[src/hw/rtl/rpf_pkg.sv]
`default_nettype none
package rpf_pkg;

    localparam int unsigned MAX_FRAME_BYTES_DEF = 255;
    localparam int unsigned QUEUE_DEPTH = 4;
    localparam int unsigned QPTR_W = $clog2(QUEUE_DEPTH);

    localparam logic [7:0] SYNC_A = 8'h48;
    localparam logic [7:0] SYNC_B = 8'h65;
    localparam logic [7:0] DIRECTION = 8'h20;
    localparam logic [7:0] CMD_RESET = 8'h03;

    typedef struct packed {
        logic       start;
        logic       last;
        logic [7:0] data;
        logic [7:0] cmd;
        logic [7:0] size;
        logic [7:0] hsum_lo;
        logic [7:0] hsum_hi;
        logic [7:0] psum_lo;
        logic [7:0] psum_hi;
    } t_entry;

    function automatic logic [15:0] hdr_sum(input logic [7:0] cmd, input logic [7:0] size);
        logic [7:0] b [6];
        logic [7:0] lo;
        logic [7:0] hi;
        b[0] = SYNC_A;
        b[1] = SYNC_B;
        b[2] = DIRECTION;
        b[3] = cmd;
        b[4] = 8'h00;
        b[5] = size;
        lo = 8'h00;
        hi = 8'h00;
        for (int k = 0; k < 6; k++) begin
            lo = lo + b[k];
            hi = hi + lo;
        end
        return {hi, lo};
    endfunction

endpackage
`default_nettype wire

[src/hw/rtl/rpf_in_if.sv]
`default_nettype none
interface rpf_in_if;
    logic        valid;
    logic        ready;
    logic [7:0]  data_byte;
    logic [15:0] bytes_left;

    modport source (output valid, output data_byte, output bytes_left, input ready);
    modport sink (input valid, input data_byte, input bytes_left, output ready);
endinterface
`default_nettype wire

[src/hw/rtl/rpf_out_if.sv]
`default_nettype none
interface rpf_out_if;
    logic       valid;
    logic       ready;
    logic [7:0] out_byte;
    logic       frame_end;
    logic       run_last;

    modport source (output valid, output out_byte, output frame_end, output run_last,
                    input ready);
    modport sink (input valid, input out_byte, input frame_end, input run_last,
                  output ready);
endinterface
`default_nettype wire

[src/hw/rtl/radio_packet_framer_unit.sv]
// Each input byte is written into the queue, and the output stage registers every output byte
// from the queue head: at most one output transfer per cycle, while the receiver is ready. An item
// inside a frame gives one output byte, a frame start item nine and a frame end item two more.
// A four-entry queue between the input classifier and the output sequencer absorbs bursts.
// Reset is synchronous and active low; it clears frame state, the queue and the output,
// and sets the command code to 3.
`default_nettype none
module radio_packet_framer_unit #(
    parameter int unsigned MAX_FRAME_BYTES = rpf_pkg::MAX_FRAME_BYTES_DEF
) (
    input  wire logic       i_clk,
    input  wire logic       i_rst_n,
    input  wire logic       i_cfg_we,
    input  wire logic [7:0] i_cfg_data,
    rpf_in_if.sink          i_in,
    rpf_out_if.source       o_out
);
    import rpf_pkg::*;

    logic [7:0] r_cmd;
    logic       push, full, q_valid, pop;
    t_entry     push_entry, head_entry;

    always_ff @(posedge i_clk) begin
        if (!i_rst_n) begin
            r_cmd <= CMD_RESET;
        end else if (i_cfg_we) begin
            r_cmd <= i_cfg_data;
        end
    end

    rpf_front #(
        .MAX_FRAME_BYTES(MAX_FRAME_BYTES)
    ) u_front (
        .i_clk    (i_clk),
        .i_rst_n  (i_rst_n),
        .i_in     (i_in),
        .i_cmd    (r_cmd),
        .i_q_full (full),
        .o_push   (push),
        .o_entry  (push_entry)
    );

    rpf_queue u_queue (
        .i_clk   (i_clk),
        .i_rst_n (i_rst_n),
        .i_push  (push),
        .i_entry (push_entry),
        .o_full  (full),
        .o_valid (q_valid),
        .o_entry (head_entry),
        .i_pop   (pop)
    );

    rpf_back u_back (
        .i_clk     (i_clk),
        .i_rst_n   (i_rst_n),
        .i_q_valid (q_valid),
        .i_q_entry (head_entry),
        .o_pop     (pop),
        .o_out     (o_out)
    );

    a_no_overflow: assert property (@(posedge i_clk) disable iff (!i_rst_n)
        push |-> !full)
        else $error("queue written while full");

    a_no_underflow: assert property (@(posedge i_clk) disable iff (!i_rst_n)
        pop |-> q_valid)
        else $error("queue read while empty");

    a_end_is_last: assert property (@(posedge i_clk) disable iff (!i_rst_n)
        (o_out.valid && o_out.frame_end) |-> o_out.run_last)
        else $error("frame end byte is not the last result of its item");

endmodule
`default_nettype wire

[src/hw/rtl/rpf_front.sv]
`default_nettype none
module rpf_front #(
    parameter int unsigned MAX_FRAME_BYTES = rpf_pkg::MAX_FRAME_BYTES_DEF
) (
    input  wire logic          i_clk,
    input  wire logic          i_rst_n,
    rpf_in_if.sink             i_in,
    input  wire logic [7:0]    i_cmd,
    input  wire logic          i_q_full,
    output logic               o_push,
    output rpf_pkg::t_entry    o_entry
);
    import rpf_pkg::*;

    localparam logic [15:0] MAX16 = 16'(MAX_FRAME_BYTES);
    localparam logic [7:0]  MAX8 = 8'(MAX_FRAME_BYTES);

    logic        r_in_frame, n_in_frame;
    logic [7:0]  r_remaining, n_remaining;
    logic [7:0]  r_sum_lo, n_sum_lo;
    logic [7:0]  r_sum_hi, n_sum_hi;

    logic        start;
    logic [7:0]  size;
    logic [7:0]  rem_after;
    logic [7:0]  lo_new;
    logic [7:0]  hi_new;
    logic [15:0] hsum;

    assign i_in.ready = !i_q_full;
    assign o_push = i_in.valid && !i_q_full;
    assign start = !r_in_frame;

    always_comb begin
        if (i_in.bytes_left == 16'd0) begin
            size = 8'd1;
        end else if (i_in.bytes_left > MAX16) begin
            size = MAX8;
        end else begin
            size = i_in.bytes_left[7:0];
        end
        rem_after = (start ? size : r_remaining) - 8'd1;
        lo_new = (start ? 8'h00 : r_sum_lo) + i_in.data_byte;
        hi_new = (start ? 8'h00 : r_sum_hi) + lo_new;
        hsum = hdr_sum(i_cmd, size);

        o_entry.start = start;
        o_entry.last = (rem_after == 8'd0);
        o_entry.data = i_in.data_byte;
        o_entry.cmd = i_cmd;
        o_entry.size = size;
        o_entry.hsum_lo = hsum[7:0];
        o_entry.hsum_hi = hsum[15:8];
        o_entry.psum_lo = lo_new;
        o_entry.psum_hi = hi_new;

        n_in_frame = r_in_frame;
        n_remaining = r_remaining;
        n_sum_lo = r_sum_lo;
        n_sum_hi = r_sum_hi;
        if (o_push) begin
            if (rem_after == 8'd0) begin
                n_in_frame = 1'b0;
                n_remaining = 8'd0;
                n_sum_lo = 8'h00;
                n_sum_hi = 8'h00;
            end else begin
                n_in_frame = 1'b1;
                n_remaining = rem_after;
                n_sum_lo = lo_new;
                n_sum_hi = hi_new;
            end
        end
    end

    always_ff @(posedge i_clk) begin
        if (!i_rst_n) begin
            r_in_frame <= 1'b0;
            r_remaining <= 8'd0;
            r_sum_lo <= 8'h00;
            r_sum_hi <= 8'h00;
        end else begin
            r_in_frame <= n_in_frame;
            r_remaining <= n_remaining;
            r_sum_lo <= n_sum_lo;
            r_sum_hi <= n_sum_hi;
        end
    end

endmodule
`default_nettype wire

[src/hw/rtl/rpf_queue.sv]
`default_nettype none
module rpf_queue (
    input  wire logic             i_clk,
    input  wire logic             i_rst_n,
    input  wire logic             i_push,
    input  wire rpf_pkg::t_entry  i_entry,
    output logic                  o_full,
    output logic                  o_valid,
    output rpf_pkg::t_entry       o_entry,
    input  wire logic             i_pop
);
    import rpf_pkg::*;

    localparam logic [QPTR_W-1:0] LAST_PTR = QPTR_W'(QUEUE_DEPTH - 1);
    localparam logic [QPTR_W:0]   DEPTH_CNT = (QPTR_W + 1)'(QUEUE_DEPTH);

    t_entry              r_mem [QUEUE_DEPTH];
    logic [QPTR_W-1:0]   r_wr, r_rd;
    logic [QPTR_W:0]     r_count;
    logic                do_push, do_pop;

    assign o_full = (r_count == DEPTH_CNT);
    assign o_valid = (r_count != '0);
    assign o_entry = r_mem[r_rd];
    assign do_push = i_push && !o_full;
    assign do_pop = i_pop && o_valid;

    always_ff @(posedge i_clk) begin
        if (do_push) begin
            r_mem[r_wr] <= i_entry;
        end
    end

    always_ff @(posedge i_clk) begin
        if (!i_rst_n) begin
            r_wr <= '0;
            r_rd <= '0;
            r_count <= '0;
        end else begin
            if (do_push) begin
                r_wr <= (r_wr == LAST_PTR) ? '0 : r_wr + 1'b1;
            end
            if (do_pop) begin
                r_rd <= (r_rd == LAST_PTR) ? '0 : r_rd + 1'b1;
            end
            if (do_push && !do_pop) begin
                r_count <= r_count + 1'b1;
            end else if (do_pop && !do_push) begin
                r_count <= r_count - 1'b1;
            end
        end
    end

endmodule
`default_nettype wire

[src/hw/rtl/rpf_back.sv]
`default_nettype none
module rpf_back (
    input  wire logic             i_clk,
    input  wire logic             i_rst_n,
    input  wire logic             i_q_valid,
    input  wire rpf_pkg::t_entry  i_q_entry,
    output logic                  o_pop,
    rpf_out_if.source             o_out
);
    import rpf_pkg::*;

    localparam logic [3:0] PH_SYNC_A  = 4'd0;
    localparam logic [3:0] PH_SYNC_B  = 4'd1;
    localparam logic [3:0] PH_DIR     = 4'd2;
    localparam logic [3:0] PH_CMD     = 4'd3;
    localparam logic [3:0] PH_SIZE_HI = 4'd4;
    localparam logic [3:0] PH_SIZE_LO = 4'd5;
    localparam logic [3:0] PH_HSUM_LO = 4'd6;
    localparam logic [3:0] PH_HSUM_HI = 4'd7;
    localparam logic [3:0] PH_DATA    = 4'd8;
    localparam logic [3:0] PH_PSUM_LO = 4'd9;
    localparam logic [3:0] PH_PSUM_HI = 4'd10;

    logic       r_ov;
    logic [7:0] r_byte;
    logic       r_fe;
    logic       r_rl;
    logic       r_mid;
    logic [3:0] r_phase;

    logic       adv, go, done;
    logic [3:0] phase;
    logic [7:0] n_byte;

    assign adv = !r_ov || o_out.ready;
    assign go = adv && i_q_valid;
    assign o_pop = go && done;

    always_comb begin
        if (r_mid) begin
            phase = r_phase;
        end else begin
            phase = i_q_entry.start ? PH_SYNC_A : PH_DATA;
        end
        done = ((phase == PH_DATA) && !i_q_entry.last) || (phase == PH_PSUM_HI);
        case (phase)
            PH_SYNC_A:  n_byte = SYNC_A;
            PH_SYNC_B:  n_byte = SYNC_B;
            PH_DIR:     n_byte = DIRECTION;
            PH_CMD:     n_byte = i_q_entry.cmd;
            PH_SIZE_HI: n_byte = 8'h00;
            PH_SIZE_LO: n_byte = i_q_entry.size;
            PH_HSUM_LO: n_byte = i_q_entry.hsum_lo;
            PH_HSUM_HI: n_byte = i_q_entry.hsum_hi;
            PH_DATA:    n_byte = i_q_entry.data;
            PH_PSUM_LO: n_byte = i_q_entry.psum_lo;
            PH_PSUM_HI: n_byte = i_q_entry.psum_hi;
            default:    n_byte = 8'h00;
        endcase
    end

    always_ff @(posedge i_clk) begin
        if (!i_rst_n) begin
            r_ov <= 1'b0;
            r_mid <= 1'b0;
            r_phase <= PH_SYNC_A;
        end else begin
            if (adv) begin
                r_ov <= i_q_valid;
            end
            if (go) begin
                r_mid <= !done;
                r_phase <= phase + 4'd1;
            end
        end
    end

    always_ff @(posedge i_clk) begin
        if (go) begin
            r_byte <= n_byte;
            r_fe <= (phase == PH_PSUM_HI);
            r_rl <= done;
        end
    end

    assign o_out.valid = r_ov;
    assign o_out.out_byte = r_byte;
    assign o_out.frame_end = r_fe;
    assign o_out.run_last = r_rl;

endmodule
`default_nettype wire

[src/flat_wrapper.sv]
// flat-port wrapper written by rule: the top's interface ports become plain ports
module radio_packet_framer_unit_flat import rpf_pkg::*;
#(
    parameter int unsigned MAX_FRAME_BYTES = rpf_pkg::MAX_FRAME_BYTES_DEF
)
  (i_clk, i_rst_n, i_cfg_we, i_cfg_data, i_in_valid, i_in_data_byte, i_in_bytes_left, i_in_ready, o_out_valid, o_out_out_byte, o_out_frame_end, o_out_run_last, o_out_ready);
  rpf_in_if i_in_i ();
  rpf_out_if o_out_i ();
  input  wire logic i_clk;
  input  wire logic i_rst_n;
  input  wire logic i_cfg_we;
  input  wire logic [7:0] i_cfg_data;
  input wire logic [$bits(i_in_i.valid)-1:0] i_in_valid;
  input wire logic [$bits(i_in_i.data_byte)-1:0] i_in_data_byte;
  input wire logic [$bits(i_in_i.bytes_left)-1:0] i_in_bytes_left;
  output wire logic [$bits(i_in_i.ready)-1:0] i_in_ready;
  output wire logic [$bits(o_out_i.valid)-1:0] o_out_valid;
  output wire logic [$bits(o_out_i.out_byte)-1:0] o_out_out_byte;
  output wire logic [$bits(o_out_i.frame_end)-1:0] o_out_frame_end;
  output wire logic [$bits(o_out_i.run_last)-1:0] o_out_run_last;
  input wire logic [$bits(o_out_i.ready)-1:0] o_out_ready;
  assign i_in_i.valid = i_in_valid;
  assign i_in_i.data_byte = i_in_data_byte;
  assign i_in_i.bytes_left = i_in_bytes_left;
  assign i_in_ready = i_in_i.ready;
  assign o_out_valid = o_out_i.valid;
  assign o_out_out_byte = o_out_i.out_byte;
  assign o_out_frame_end = o_out_i.frame_end;
  assign o_out_run_last = o_out_i.run_last;
  assign o_out_i.ready = o_out_ready;
  radio_packet_framer_unit #(.MAX_FRAME_BYTES(MAX_FRAME_BYTES)) u_core (.i_clk(i_clk), .i_rst_n(i_rst_n), .i_cfg_we(i_cfg_we), .i_cfg_data(i_cfg_data), .i_in(i_in_i), .o_out(o_out_i));
endmodule
[config.mk]
export PLATFORM = sky130hd
export DESIGN_NAME = radio_packet_framer_unit_flat
export DESIGN_NICKNAME = d
export VERILOG_FILES = /design/src/hw/rtl/rpf_pkg.sv /design/src/hw/rtl/rpf_in_if.sv /design/src/hw/rtl/rpf_out_if.sv /design/src/hw/rtl/radio_packet_framer_unit.sv /design/src/hw/rtl/rpf_front.sv /design/src/hw/rtl/rpf_queue.sv /design/src/hw/rtl/rpf_back.sv /design/src/flat_wrapper.sv
export SDC_FILE = /design/constraint.sdc
export NUM_CORES = 1
export LEC_CHECK = 0
export ABC_AREA = 1
export BUFFER_PORTS_ARGS = -buffer_cell sky130_fd_sc_hd__buf_2
export CAP_MARGIN = 5
export CORE_ASPECT_RATIO = 0.7
export CORE_MARGIN = 8
export CORE_UTILIZATION = 56
export DETAILED_ROUTE_END_ITERATION = 10
export PLACE_DENSITY_LB_ADDON = 0.1
export SYNTH_ARGS = -nofsm -noshare
export SYNTH_HDL_FRONTEND = slang
export SYNTH_SLANG_ARGS = --single-unit
[constraint.sdc]
create_clock -name i_clk -period 3.85 [get_ports i_clk]
set_input_delay 0.1925 -clock i_clk [delete_from_list [all_inputs] [get_ports i_clk]]
set_output_delay 0.1925 -clock i_clk [all_outputs]
set_load 0.1 [all_outputs]
Word-level counts from Yosys, hierarchy flattened:

Memory sizes are Yosys's and may differ from the RTL's. A register that Yosys moved wholly into a read port is not among the register bits.
Cells that the tools add are included.

* flip-flop bits (word level): 56
* memory bits (writable): 232
* input port bits: 37
* logic and storage cells: 83
* memories kept: 1

* $add $sub $neg: 13
* magnitude comparators: 1
* equal/unequal tests: 12
* multiplexer cells: 20
* reduce and logical (&&, ||, !) cells: 22

Memory list
* u_core.u_queue.r_mem: depth 4, width 58, read ports 1, clocked after Yosys merged registers in 1, write ports 1, line rpf_queue.sv:17 `t_entry r_mem [QUEUE_DEPTH];`

Operators with widths (count)
* $pmux W8 S10: 1
* $mux W8: 8
* $add A8 B8 Y8: 5
* $add A8 B8 Y8 const A: 2
* $gt A16 B8 Y1 const B: 1
* $logic_not A16 Y1: 1
* $eq A4 B3 Y1 const B: 3
* $eq A4 B4 Y1 const B: 3
* $eq A4 B2 Y1 const B: 2
* $logic_and A1 B1 Y1: 8
* $logic_not A8 Y1: 1
* $mux W2: 4
* $mux W4: 2
* $sub A8 B1 Y8 const B: 1
* $logic_not A1 Y1: 7
* $mux W3: 2
* $add A2 B1 Y2 const B: 2
* $add A4 B1 Y4 const B: 1
* $eq A2 B2 Y1 const B: 2
* $eq A4 B1 Y1 const B: 1
* $logic_not A4 Y1: 1
* $add A3 B1 Y3 const B: 1
* $eq A3 B3 Y1 const B: 1
* $mux W1: 3
* 4 further kinds: 5

Longest topological paths before layout:

Gate-level depths: netlist (run 1).

* depth in word-level cells: 10
* mapped depth: 22
* depth with buffers taken out: 21

Modules after synthesis:

From an unflattened synthesis (run 1), not the netlist that was laid out.

* cells, all modules: 1307
* area, all modules: 13844.5 um^2

By module, submodules not included
* rpf_queue: instances 1, cells an instance 632, area each 9165.0 um^2, seq. area each 7146.9 um^2
* rpf_front: instances 1, cells an instance 432, area each 3039.2 um^2, seq. area each 500.5 um^2
* rpf_back: instances 1, cells an instance 196, area each 1322.5 um^2, seq. area each 420.4 um^2
* radio_packet_framer_unit: instances 1, cells an instance 47, area each 317.8 um^2, seq. area each 160.2 um^2

Least setup slack after synthesis (run 1):

No wires, ideal clock.

* path kind: register to register
* start: register u_core.u_queue.r_count[1]
* end: memory u_core.u_queue.r_mem[0][0] (netlist name), enable pin
* library setup time: 0.472 ns
* data arrival time: 4.038 ns
* data required time: 3.378 ns
* setup slack: -0.660 ns
* cell stages (with the launch flop): 6
* buffers on the path: 1
* path through: dfxtp_1 > inv_1 > nand3_1 > nand2_1 > clkbuf_1 > nor2_1

* word-level cells in the longest chain between the ends: 6

RTL lines
* from (decl): line rpf_queue.sv:19 `logic [QPTR_W:0] r_count;`
* from (signal assigned): line rpf_queue.sv:47 `r_count <= r_count + 1'b1;`
* from (signal assigned): line rpf_queue.sv:49 `r_count <= r_count - 1'b1;`
* $eq A3 B3 Y1 *: line rpf_queue.sv:22 `assign o_full = (r_count == DEPTH_CNT);`
* $logic_not A1 Y1 *
* via i_in_ready: line flat_wrapper.sv:16 `output wire logic [$bits(i_in_i.ready)-1:0] i_in_ready;`
* $logic_and A1 B1 Y1: line rpf_front.sv:31 `assign o_push = i_in.valid && !i_q_full;`
* $logic_and A1 B1 Y1 *: line rpf_queue.sv:25 `assign do_push = i_push && !o_full;`
* $mux W1 *: line rpf_queue.sv:29 `if (do_push) begin`
* $mux W1 (not written as such) *: line rpf_queue.sv:30 `r_mem[r_wr] <= i_entry;`
* to (decl): line rpf_queue.sv:17

The timed path passes the listed nets; every way through them passes the cells marked *.

==> results.sh, run 1 <==
export IMPL_wl_met1_um=15500
export IMPL_cts_root_buf="clkbuf_16"
export IMPL_cts_max_path_buffers=3
export IMPL_detail_route_vias_per_cell=5.69
export IMPL_routed_wl_um=31100
export IMPL_crit_fanout=6
export IMPL_clkSlewWorstSetupHoldPaths_ns=0.06
export IMPL_track_usage=0.217
export IMPL_hold_ws_ns=0.0286
export IMPL_chipHeight_um=144
export IMPL_p_seq_frac=0.411
export IMPL_netlist_area_leader_share=0.548
export IMPL_crit_chain="nand2_1 > inv_1 > ha_1 > fa_1 > xor2_1 > ha_1 > nand3_1 > nand3_1 > a21oi_1 > o21ai_0 > xor2_1 > nand3_2 > a21oi_2"
export IMPL_dr_pass1_iters=6
export IMPL_finClkSkew_ns=0.0117
export IMPL_gp_congestion=0.877
export IMPL_finalCritPeriodShare=0.934
export IMPL_avgSynthCellArea_um2=10.8
export IMPL_die_area_um2=28500
export IMPL_drtIter0Drc=880
export IMPL_yosys_area_share_simple=0.142
export IMPL_switching_power_mw=3.90
export IMPL_power_frac_clock=0.251
export IMPL_cts_max_level=1
export IMPL_maxUsedRoutingLayer="met4"
export IMPL_syn_to_final_growth_pct=13.2
export IMPL_cts_tree="done"
export IMPL_synthCells=1207
export IMPL_grt_max_degree=66
export IMPL_synth_area_mux_share=0
export IMPL_setup_violations=0
export IMPL_ys_seq_elements=286
export IMPL_grt_pass1_wl_um=47900
export IMPL_grt_ovfl_total=0
export IMPL_rows=46
export IMPL_synthArstFlopShare=0
export IMPL_num_vias=9165
export IMPL_maxCapViolCount=0
export IMPL_pwr_share_comb=0.338
export IMPL_grt_pass1_vias=8449
export IMPL_initial_core_util=0.574
export IMPL_powerDensity_nw_per_um2=702
export IMPL_ys_flop_type="edfxtp_1"
export IMPL_antenna_found_initial=0
export IMPL_synth_compound_area_frac=0.117
export IMPL_place_hpwl_um=19300
export IMPL_rsz0062_at_grt="no"
export IMPL_synth_top_cell_by_area="edfxtp_1"
export IMPL_syn_area_um2=13000
export IMPL_status="finished, final reports clean"
export IMPL_antenna_cells=0
export IMPL_start_kind="flop"
export IMPL_p_leak_nw=5.64
export IMPL_p_total_mw=10.4
export IMPL_fin_setup_tns_ns=0
export IMPL_wl_met2_um=12500
export IMPL_syn_nets=1294
export IMPL_fmax_mhz=278
export IMPL_cp_slowest_cell="xor2_1"
export IMPL_fin_crit_ns=3.60
export IMPL_dp_cells=1540
export IMPL_cts_buffers=28
export IMPL_required_ns=4.33
export IMPL_wl_per_cell_um=19.3
export IMPL_synth_xor_area_frac=0.0215
export IMPL_tightest_slew_ns=0.965
export IMPL_max_stage_delay_ns=0.70
export IMPL_drc=0
export IMPL_ys_top_cells_by_area="edfxtp_1 55%, dfxtp_1 7.4%, o21ai_0 5.4%"
export IMPL_instances_no_fill=1612
export IMPL_post_synth_num_cell_types=42
export IMPL_yosysSeqAreaShare=0.622
export IMPL_wl_met3_um=2370
export IMPL_insertion_delay_ns=0.54
export IMPL_finalHoldViolations=0
export IMPL_drive_gt1_frac=0.145
export IMPL_end_kind="flop"
export IMPL_arrival_ns=4.08
export IMPL_max_vdd_ir_drop_mv=0.628
export IMPL_hold_class="in2reg"
export IMPL_internal_power_mw=6.46
export IMPL_die_w_um=198
export IMPL_synth_fa_ha_area_frac=0.0508
export IMPL_synth_top_family_by_area="simple AND/OR/NAND/NOR gates"
export IMPL_power_share_switching=0.377
export IMPL_nNetsFinal=1365
export IMPL_portBuffers=48
export IMPL_drtAntennaViolNets=0
export IMPL_drv_slew=0
export IMPL_yosys_warnings=0
export IMPL_top_level_ports=49
export IMPL_clock_sinks=286
export IMPL_synth_edf_count=238
export IMPL_worstSetupPathType="reg2reg"
export IMPL_relSlewSlack=0.357
export IMPL_coreArea_um2=22700
-- placed cells by master (no fill, tap or decap), types with 4 or more instances in the layout --
cell,n
o21ai_2,5
nand2_2,7
dfxtp_2,4
dlygate4sd3_1,19
xor2_1,23
nor3_1,5
a21oi_1,35
buf_2,48
fa_1,5
xnor2_1,8
dfxtp_1,43
nor2_4,6
a31oi_1,4
nand3_2,20
edfxtp_1,238
nand2_1,161
clkinv_2,6
clkbuf_16,28
ha_1,45
a211oi_1,4
nand3_1,29
o22ai_1,48
clkbuf_1,6
nand3b_1,5
nand4_1,11
inv_1,94
clkinv_1,10
nor2_1,167
buf_4,27
a21oi_2,19
o21ai_0,141
-- area by class of cell --
type	count	area, um2
sequential	286	8120
tap	312	390
fill	1789	7970
inverter	99	372
clock inverter	18	144
multi-input combinational	768	4370
clock buffer	34	723
timing repair buffer	95	653
-- metrics by stage --
step                setup WS (ns)   util  cell area [um2]
floorplan                  -0.660      -            13000
global route               0.0195  0.649            14800
finish                      0.253  0.649            14800
global placement            0.303  0.602            13700
CTS                         0.261  0.648            14700
detailed placement          0.196  0.602            13700
-- flip-flops by register name, summed over array words and instances, names as in the netlist, named ones only --
| register | cells |
|---|---|
| u_core.u_front.r_sum_lo | 8 |
| u_core.u_queue.r_wr | 2 |
| u_core.u_queue.r_mem | 228 |
| u_core.u_back.o_out.run_last | 1 |
| u_core.u_back.o_out.frame_end | 1 |
| u_core.u_front.r_sum_hi | 8 |
| u_core.r_cmd | 8 |
| u_core.u_back.o_out.out_byte | 8 |
| u_core.u_back.r_phase | 4 |
| u_core.u_queue.r_count | 3 |
| u_core.u_queue.r_rd | 2 |
| u_core.u_front.r_in_frame | 1 |
| u_core.u_front.r_remaining | 8 |
| u_core.u_back.r_mid | 1 |
| u_core.u_back.o_out.valid | 1 |
-- metal layers --
layer  global-route usage  vias up
met5                    0        -
met4               0.0553        0
met3               0.0379       51
met2                0.302      347
met1                0.344     4404
li1                     -     4363
-- path summary, 6_finish.rpt --
kind	from	endpoint	slack, ns	cells after the start
worst max-delay path	u_core.u_front.r_in_frame	u_core.u_front.r_sum_hi[5]	0.25	13
worst min-delay path	o_out_ready	u_core.u_back.o_out.valid	0.03	4
worst max register to register	u_core.u_front.r_in_frame	u_core.u_front.r_sum_hi[5]	0.25	13
worst min register to register	u_core.u_front.r_remaining[4]	u_core.u_front.r_remaining[4]	0.47	2
-- timing repair --
item | in CTS | in global routing
setup endpoints to repair | 0 | 4
endpoints found under the hold margin | 40 | 0
hold buffers | 19 | 0
setup buffers | 0 | 1
gates resized for setup | 0 | 5
-- synth_stat cells (all sizes together), types with 9 or more instances --
master	instances
a21oi	54
buf	16
clkbuf	38
dfxtp	48
edfxtp	238
ha	45
inv	97
nand2	168
nand3	49
nand4	11
nor2	175
o21ai	148
o22ai	48
xnor2	9
xor2	23
-- logic make-up (layout without fill, tap and decap cells) --
| group | Yosys count | after routing |
|---|---|---|
| and+or+nand+nor | 419 | 419 |
| buffers and inverters | 153 | 246 |
| DFF | 286 | 286 |
| adders and majority gates | 50 | 50 |
| AOI/OAI and AO/OA | 267 | 267 |
| xor gates and xnor gates | 32 | 32 |
-- critical path, delay by kind of cell, from the launching register on --
family / cells / cell delay, ns
AOI/OAI and AO/OA: 3 / 0.39
xor gates and xnor gates: 2 / 1.23
adders and majority gates: 3 / 1.03
buffers and inverters: 1 / 0.04
DFF: 1 / 0.39
and+or+nand+nor: 4 / 0.45
-- power by group through the flow --
stage / logic (mW) / clock network (mW) / registers [mW]
after floorplan: 2.05 / 0 / 4.68
after global placement: 3.41 / 0 / 4.32
after detailed placement: 3.44 / 0 / 4.32
final: 3.50 / 2.60 / 4.27
after global routing: 3.82 / 2.76 / 4.31
after CTS: 3.47 / 2.63 / 4.26
Power figures use the tool's default switching activity.
==> run 2: changes to the inputs <==
--- a/config.mk
+++ b/config.mk
@@ -10,7 +10,7 @@
 export CAP_MARGIN = 5
 export CORE_ASPECT_RATIO = 0.7
 export CORE_MARGIN = 8
-export CORE_UTILIZATION = 56
+export CORE_UTILIZATION = 65
 export DETAILED_ROUTE_END_ITERATION = 10
 export PLACE_DENSITY_LB_ADDON = 0.1
 export SYNTH_ARGS = -nofsm -noshare
==> constraint.sdc (replaced) <==
create_clock -name i_clk -period 4.4 [get_ports i_clk]
set_input_delay 0.22 -clock i_clk [delete_from_list [all_inputs] [get_ports i_clk]]
set_output_delay 0.22 -clock i_clk [all_outputs]
set_load 0.1 [all_outputs]
==> run 2 against run 1 <==
Combinational power shrank 14%. Global-route usage increased by 2.7 points. Critical path depth rose by 3. Critical endpoint is now u_core.u_queue.r_mem[1][23]. Largest cell class unchanged.
==> results.sh, run 2 (synthesis gave the netlist of run 1 again) <==
export IMPL_hold_class="in2reg"
export IMPL_antenna_cells=0
export IMPL_finalHoldViolations=0
export IMPL_nNetsFinal=1346
export IMPL_reg2regPathDepth=16
export IMPL_top_register="u_core.u_queue.r_mem"
export IMPL_cts_max_level=1
export IMPL_wl_per_cell_um=19.7
export IMPL_max_stage_delay_ns=0.54
export IMPL_clkSlewWorstSetupHoldPaths_ns=0.07
export IMPL_grt_max_degree=101
export IMPL_r2r_start="u_core.r_cmd[0]"
export IMPL_cp_num_buf_inv=1
export IMPL_finalCritPeriodShare=0.909
export IMPL_final_cell_area_um2=14600
export IMPL_start_kind="flop"
export IMPL_pwr_share_comb=0.329
export IMPL_cts_max_path_buffers=3
export IMPL_num_vias=9105
export IMPL_cts_tree="done"
export IMPL_drtIter0Drc=1011
export IMPL_power_frac_clock=0.258
export IMPL_final_common_cell="edfxtp_1"
export IMPL_drive_gt1_frac=0.133
export IMPL_drtAntennaViolNets=0
export IMPL_arrival_ns=4.34
export IMPL_cts_resized_gates=0
export IMPL_min_to="u_core.r_cmd[1]"
export IMPL_antenna_found_initial=1
export IMPL_fillers=1371
export IMPL_power_share_switching=0.371
export IMPL_crit_start="u_core.r_cmd[0]"
export IMPL_dp_cells=1486
export IMPL_instances_no_fill=1549
export IMPL_maxCapViolCount=0
export IMPL_cts_buffers=26
export IMPL_max_vdd_ir_drop_mv=0.550
export IMPL_crit_fanout=8
export IMPL_dr_pass1_iters=7
export IMPL_end_kind="flop"
export IMPL_cp_slowest_cell="dfxtp_1"
export IMPL_coreArea_um2=19700
export IMPL_crit_chain="ha_1 > nor2_1 > nand2_1 > xor2_1 > inv_1 > ha_1 > xnor2_1 > ha_1 > ha_1 > a21oi_1 > nand2_1 > nand2_1 > nand2_1 > a21oi_1 > xnor2_1 > xor2_1"
export IMPL_rsz0062_at_grt="no"
export IMPL_worstSetupPathType="reg2reg"
export IMPL_p_seq_frac=0.412
export IMPL_detail_route_vias_per_cell=5.88
export IMPL_grt_pass1_wl_um=47300
export IMPL_die_w_um=185
export IMPL_p_leak_nw=5.57
export IMPL_hp_start="i_cfg_we"
export IMPL_drv_slew=0
export IMPL_mostFrequentLayoutCells="238 x edfxtp_1, 167 x nor2_1, 161 x nand2_1, 141 x o21ai_0, 94 x inv_1"
export IMPL_critical_path_top_delay_family="adder cells"
export IMPL_syn_to_final_growth_pct=11.8
export IMPL_grt_ovfl_total=0
export IMPL_rr_endpoint="u_core.u_queue.r_mem[1][23]"
export IMPL_placed_cell_area_um2=13500
export IMPL_tightest_slew_ns=0.931
export IMPL_insertion_delay_ns=0.53
export IMPL_place_hpwl_um=18800
export IMPL_hold_ws_ns=0.0251
export IMPL_hold_depth=3
export IMPL_die_area_um2=24900
export IMPL_portBuffers=48
export IMPL_routed_wl_um=30600
export IMPL_rows=43
export IMPL_initial_core_util=0.661
export IMPL_gp_congestion=0.860
export IMPL_relSlewSlack=0.379
export IMPL_internal_power_mw=5.72
export IMPL_status="finished, final reports clean"
export IMPL_grt_pass1_vias=8601
export IMPL_required_ns=4.74
export IMPL_largest_register_ffs=228
export IMPL_clock_sinks=286
export IMPL_fmax_mhz=250
export IMPL_switching_power_mw=3.38
export IMPL_finClkSkew_ns=0.0188
export IMPL_drc=0
export IMPL_path_depth=16
export IMPL_setup_violations=0
export IMPL_track_usage=0.244
export IMPL_fin_crit_ns=4.00
export IMPL_cts_root_buf="clkbuf_16"
export IMPL_top_level_ports=49
export IMPL_powerDensity_nw_per_um2=624
export IMPL_r2r_slack_ns=0.40
export IMPL_chipHeight_um=135
[run 2: changes by cell type in the layout (fill, tap and decap cells not counted), moves of 2 or more]
cell and change:
dlygate4sd3_1 -4, clkbuf_16 -2, buf_4 -13, clkinv_1 -4, bufinv_16 +3, dfxtp_1 +3
dfxtp_2 -3
[run 2: timing repair]
item,4_1_cts,5_1_grt
hold endpoints to repair,38,0
hold buffers,15,0
buffers inserted,0,0
[run 2: how the worst max path moves through the flow]
stage / endpoint / slack [ns]
2_1_floorplan: u_core.u_queue.r_mem[0][0] / -0.11
3_3_place_gp: u_core.u_queue.r_mem[1][23] / 0.55
3_5_place_dp: u_core.u_queue.r_mem[0][23] / 0.35
4_1_cts: u_core.u_queue.r_mem[2][23] / 0.51
5_1_grt: u_core.u_queue.r_mem[2][23] / 0.20
6_report: u_core.u_queue.r_mem[1][23] / 0.40
[run 2: worst reg2reg max path, stage by stage (launching register included)]
cell and delay, ns:
dfxtp_1 0.54, ha_1 0.27, nor2_1 0.06, nand2_1 0.11
xor2_1 0.22, inv_1 0.11, ha_1 0.32, xnor2_1 0.50
ha_1 0.35, ha_1 0.36, a21oi_1 0.16, nand2_1 0.10
nand2_1 0.06, nand2_1 0.05, a21oi_1 0.17, xnor2_1 0.15
xor2_1 0.28
[run 2: power by group through the flow]
stage          registers (mW)  clock network (mW)  logic, mW
4_1_cts                  3.75                2.37       2.97
2_1_floorplan            4.09                   0       1.79
3_5_place_dp             3.80                   0       2.94
6_report                 3.75                2.35       3.00
5_1_grt                  3.79                2.47       3.26
3_3_place_gp             3.79                   0       2.87
[run 2: area by class of cell]
type	count	area (um2)	share of cell area
Clock buffer	32	673	0.0462
Clock inverter	16	215	0.0148
Inverter	99	372	0.0255
Multi-Input combinational cell	768	4350	0.299
Sequential cell	286	8110	0.556
Tap cell	270	338	0.0232
Timing Repair Buffer	78	515	0.0354
[run 2: routing by layer]
layer	global-route usage	vias to the layer above	part of all wire
li1	-	4321	-
met1	0.375	4351	0.46
met2	0.350	392	0.42
met3	0.0523	39	0.10
met4	0.0572	2	0.019
met5	0	-	0.00039
[run 2: per-stage QoR]
stage                     setup slack (ns)  setup TNS [ns]   util  total power [mW]
final                                0.399               0  0.738              9.10
after global routing                 0.205               0  0.738              9.52
after CTS                            0.507               0  0.738              9.09
after detailed placement             0.350               0  0.686              6.74
after global placement               0.546               0  0.686              6.67
after floorplan                     -0.110          -25.17      -              5.88
==> run 3: changes to the inputs <==
--- a/config.mk
+++ b/config.mk
@@ -7,7 +7,7 @@
 export LEC_CHECK = 0
 export ABC_AREA = 1
 export BUFFER_PORTS_ARGS = -buffer_cell sky130_fd_sc_hd__buf_2
-export CAP_MARGIN = 5
+export CAP_MARGIN = 0
 export CORE_ASPECT_RATIO = 0.7
 export CORE_MARGIN = 8
 export CORE_UTILIZATION = 65
@@ -15,4 +15,5 @@
 export PLACE_DENSITY_LB_ADDON = 0.1
 export SYNTH_ARGS = -nofsm -noshare
 export SYNTH_HDL_FRONTEND = slang
+export SYNTH_HIERARCHICAL = 1
 export SYNTH_SLANG_ARGS = --single-unit
==> run 3 against run 2 <==
Sequential power increased by 4%. Cell count increased by 6.1%. Cell area increased by 3.9%. Non-clock buffer count increased by 6. Routed wire length increased by 5.6%. Sequential share of layout area decreased by 1.3 points. Synthesized cell count increased by 8.3%. Count of clock-buffer cells in the layout increased by 3. Combinational power increased by 9.7%. Clock power decreased by 2%. First-iteration DRC count increased by 6.4%. Hold slack improved by 0.063 ns. Largest power group unchanged. Highest routed layer is now met4.
==> results.sh, run 3 <==
export IMPL_status="finished, final reports clean"
export IMPL_max_stage_delay_ns=0.44
export IMPL_synth_top_cell_by_area="edfxtp_1"
export IMPL_end_kind="flop"
export IMPL_finClkSkew_ns=0.0210
export IMPL_synth_edf_count=242
export IMPL_setup_ws_ns=0.612
export IMPL_yosys_warnings=6
export IMPL_syn_nets=1389
export IMPL_hold_ws_ns=0.0883
export IMPL_cts_setup_buffers=0
export IMPL_crit_chain="ha_1 > inv_1 > fa_1 > o21ai_0 > xor2_1 > ha_1 > ha_1 > a21oi_1 > nand2_1 > nand2_1 > nand2_1 > a21oi_1 > xnor2_1 > xnor2_1"
export IMPL_worstSetupPathType="reg2reg"
export IMPL_syn_area_um2=13800
export IMPL_drive_gt1_frac=0.149
export IMPL_initial_core_util=0.665
export IMPL_rows=44
export IMPL_grtUsageMet3=0.0437
export IMPL_drc=0
export IMPL_top_level_ports=49
export IMPL_instances_no_fill=1643
export IMPL_grt_pass1_vias=8706
export IMPL_yosysSeqAreaShare=0.594
export IMPL_die_w_um=190
export IMPL_r2r_start="u_core/r_cmd[0]"
export IMPL_nNetsFinal=1428
export IMPL_fin_crit_ns=3.79
export IMPL_portBuffers=48
export IMPL_synthArstFlopShare=0
export IMPL_cts_max_level=1
export IMPL_top_register="u_core/u_queue/r_mem"
export IMPL_drtAntennaViolNets=0
export IMPL_drtIter0Drc=1076
export IMPL_avgSynthCellArea_um2=10.6
export IMPL_r2r_slack_ns=0.61
export IMPL_finalHoldViolations=0
export IMPL_ys_flop_type="edfxtp_1"
export IMPL_gp_congestion=0.960
export IMPL_rr_endpoint="u_core/u_queue/r_mem[1][23]"
export IMPL_place_hpwl_um=20700
export IMPL_netlist_area_leader_share=0.525
export IMPL_track_usage=0.237
export IMPL_final_common_cell="edfxtp_1"
export IMPL_grt_max_degree=70
export IMPL_pre_cts_slack_ns=0.428
export IMPL_chipHeight_um=138
export IMPL_met1_usage=0.367
export IMPL_p_leak_nw=6.03
export IMPL_synthCells=1307
export IMPL_crit_fanout=10
export IMPL_ys_seq_elements=290
export IMPL_post_synth_num_cell_types=48
export IMPL_ys_top_cells_by_area="edfxtp_1 52%, dfxtp_1 6.9%, nand2_1 5.4%"
export IMPL_antenna_cells=0
export IMPL_reg2regPathDepth=14
export IMPL_required_ns=4.72
export IMPL_start_kind="flop"
export IMPL_arrival_ns=4.11
export IMPL_relSlewSlack=0.270
export IMPL_powerDensity_nw_per_um2=626
export IMPL_fillers=1482
export IMPL_antenna_found_initial=0
export IMPL_tightest_slew_ns=1.09
export IMPL_netlist_top_cells_count="242 x edfxtp_1, 201 x nand2_1, 174 x nor2_1"
export IMPL_coreArea_um2=20800
export IMPL_setup_violations=0
export IMPL_cts_buffers=27
export IMPL_clkSlewWorstSetupHoldPaths_ns=0.06
export IMPL_max_vdd_ir_drop_mv=0.386
export IMPL_insertion_delay_ns=0.54
export IMPL_rsz0062_at_grt="no"
export IMPL_syn_to_final_growth_pct=9.40
export IMPL_maxCapViolCount=0
export IMPL_crit_start="u_core/r_cmd[0]"
export IMPL_grt_pass1_wl_um=49200
export IMPL_fmax_mhz=264
export IMPL_num_vias=9680
export IMPL_busiest_layer="met1"
export IMPL_grtUsageMet2=0.342
export IMPL_drv_slew=0
export IMPL_cts_tree="done"
export IMPL_dr_pass1_iters=6
export IMPL_hp_start="i_cfg_we"
export IMPL_clock_sinks=290
export IMPL_largest_register_ffs=232
export IMPL_routed_wl_um=32300
export IMPL_die_area_um2=26300
export IMPL_synth_most_common_cell="edfxtp_1"
export IMPL_mostFrequentLayoutCells="242 x edfxtp_1, 201 x nand2_1, 170 x nor2_1, 124 x o21ai_0, 111 x inv_1"
export IMPL_cts_max_path_buffers=3
export IMPL_cts_root_buf="clkbuf_16"
export IMPL_cp_slowest_cell="fa_1"
export IMPL_critical_path_top_delay_family="adder cells"
export IMPL_wl_per_cell_um=19.7
export IMPL_min_to="u_core/r_cmd[5]"
export IMPL_cp_num_buf_inv=1
export IMPL_dp_cells=1576
export IMPL_finalCritPeriodShare=0.861
export IMPL_hold_depth=3
export IMPL_detail_route_vias_per_cell=5.89
export IMPL_grt_ovfl_total=0
export IMPL_hold_class="in2reg"
run 3: cell types whose count changed after synthesis, moves of 11 or more:
cell,previous run,this run
nand4_1,11,24
a21oi_1,36,25
inv_1,94,111
buf_4,3,22
o21ai_0,141,124
clkbuf_1,38,11
nand2_1,161,201
run 3: final cells by class:
class | instances | area, um2 | area share
Clock inverter | 15 | 118 | 0.00777
Multi-Input combinational cell | 826 | 4660 | 0.307
Clock buffer | 35 | 768 | 0.0507
Timing Repair Buffer | 84 | 578 | 0.0382
Sequential cell | 290 | 8230 | 0.544
Inverter | 117 | 447 | 0.0295
Tap cell | 276 | 345 | 0.0228
run 3: per-layer routing:
| layer | up-vias | share of wire |
|---|---|---|
| met4 | 0 | 0.019 |
| met2 | 475 | 0.43 |
| met1 | 4564 | 0.45 |
| met5 | - | 0 |
| li1 | 4586 | - |
| met3 | 55 | 0.11 |
run 3: worst max path at each step:
stage | cells past startpoint | slack [ns] | to
CTS | 14 | 0.62 | u_core/u_queue/r_mem[1][23]
global placement | 19 | 0.53 | u_core/u_queue/r_mem[3][23]
detailed placement | 19 | 0.43 | u_core/u_queue/r_mem[1][23]
global route | 15 | 0.24 | u_core/u_queue/r_mem[1][23]
finish | 14 | 0.61 | u_core/u_queue/r_mem[1][23]
floorplan | 9 | -0.40 | u_core/u_queue/r_mem[0][0]
run 3: worst reg2reg max path, delay by kind of cell, from the launching register on:
| kind | cells | cell delay (ns) |
|---|---|---|
| compound gates | 3 | 0.60 |
| simple gates | 3 | 0.22 |
| fa+ha+maj | 4 | 1.53 |
| flops | 1 | 0.43 |
| buf+inv | 1 | 0.08 |
| xor+xnor | 3 | 0.74 |
run 3: report_power, final:
| group | internal (mW) | leakage, nW | switching [mW] | total [mW] |
|---|---|---|---|---|
| logic | 0.839 | 3.03 | 2.45 | 3.29 |
| registers | 3.67 | 2.56 | 0.220 | 3.89 |
| clock network | 1.30 | 0.438 | 1.01 | 2.31 |
| total | 5.81 | 6.03 | 3.67 | 9.48 |
run 3: timing repair:
action,in CTS,in global routing
resized for setup,0,0
hold endpoints to repair,41,0
hold buffers,17,0
run 3: kinds of logic (layout without fill, tap and decap cells):
family                   after synthesis  after routing  synth area share
flip-flops                           290            290             0.594
AND/OR/NAND/NOR                      497            497             0.164
AO/OA/AOI/OAI                        254            254             0.107
adder cells (fa/ha/maj)               45             45            0.0434
XOR/XNOR                              30             30            0.0195
buffers and inverters                191            251            0.0715
run 3: through the flow:
step / total power, mW / util / area (um2) / setup TNS [ns]
6_report: 9.48 / 0.728 / 15100 / 0
5_1_grt: 9.92 / 0.728 / 15100 / 0
2_1_floorplan: 6.29 / - / 13800 / -92.37
3_3_place_gp: 7.09 / 0.677 / 14100 / 0
3_5_place_dp: 7.17 / 0.677 / 14100 / 0
4_1_cts: 9.45 / 0.728 / 15100 / 0
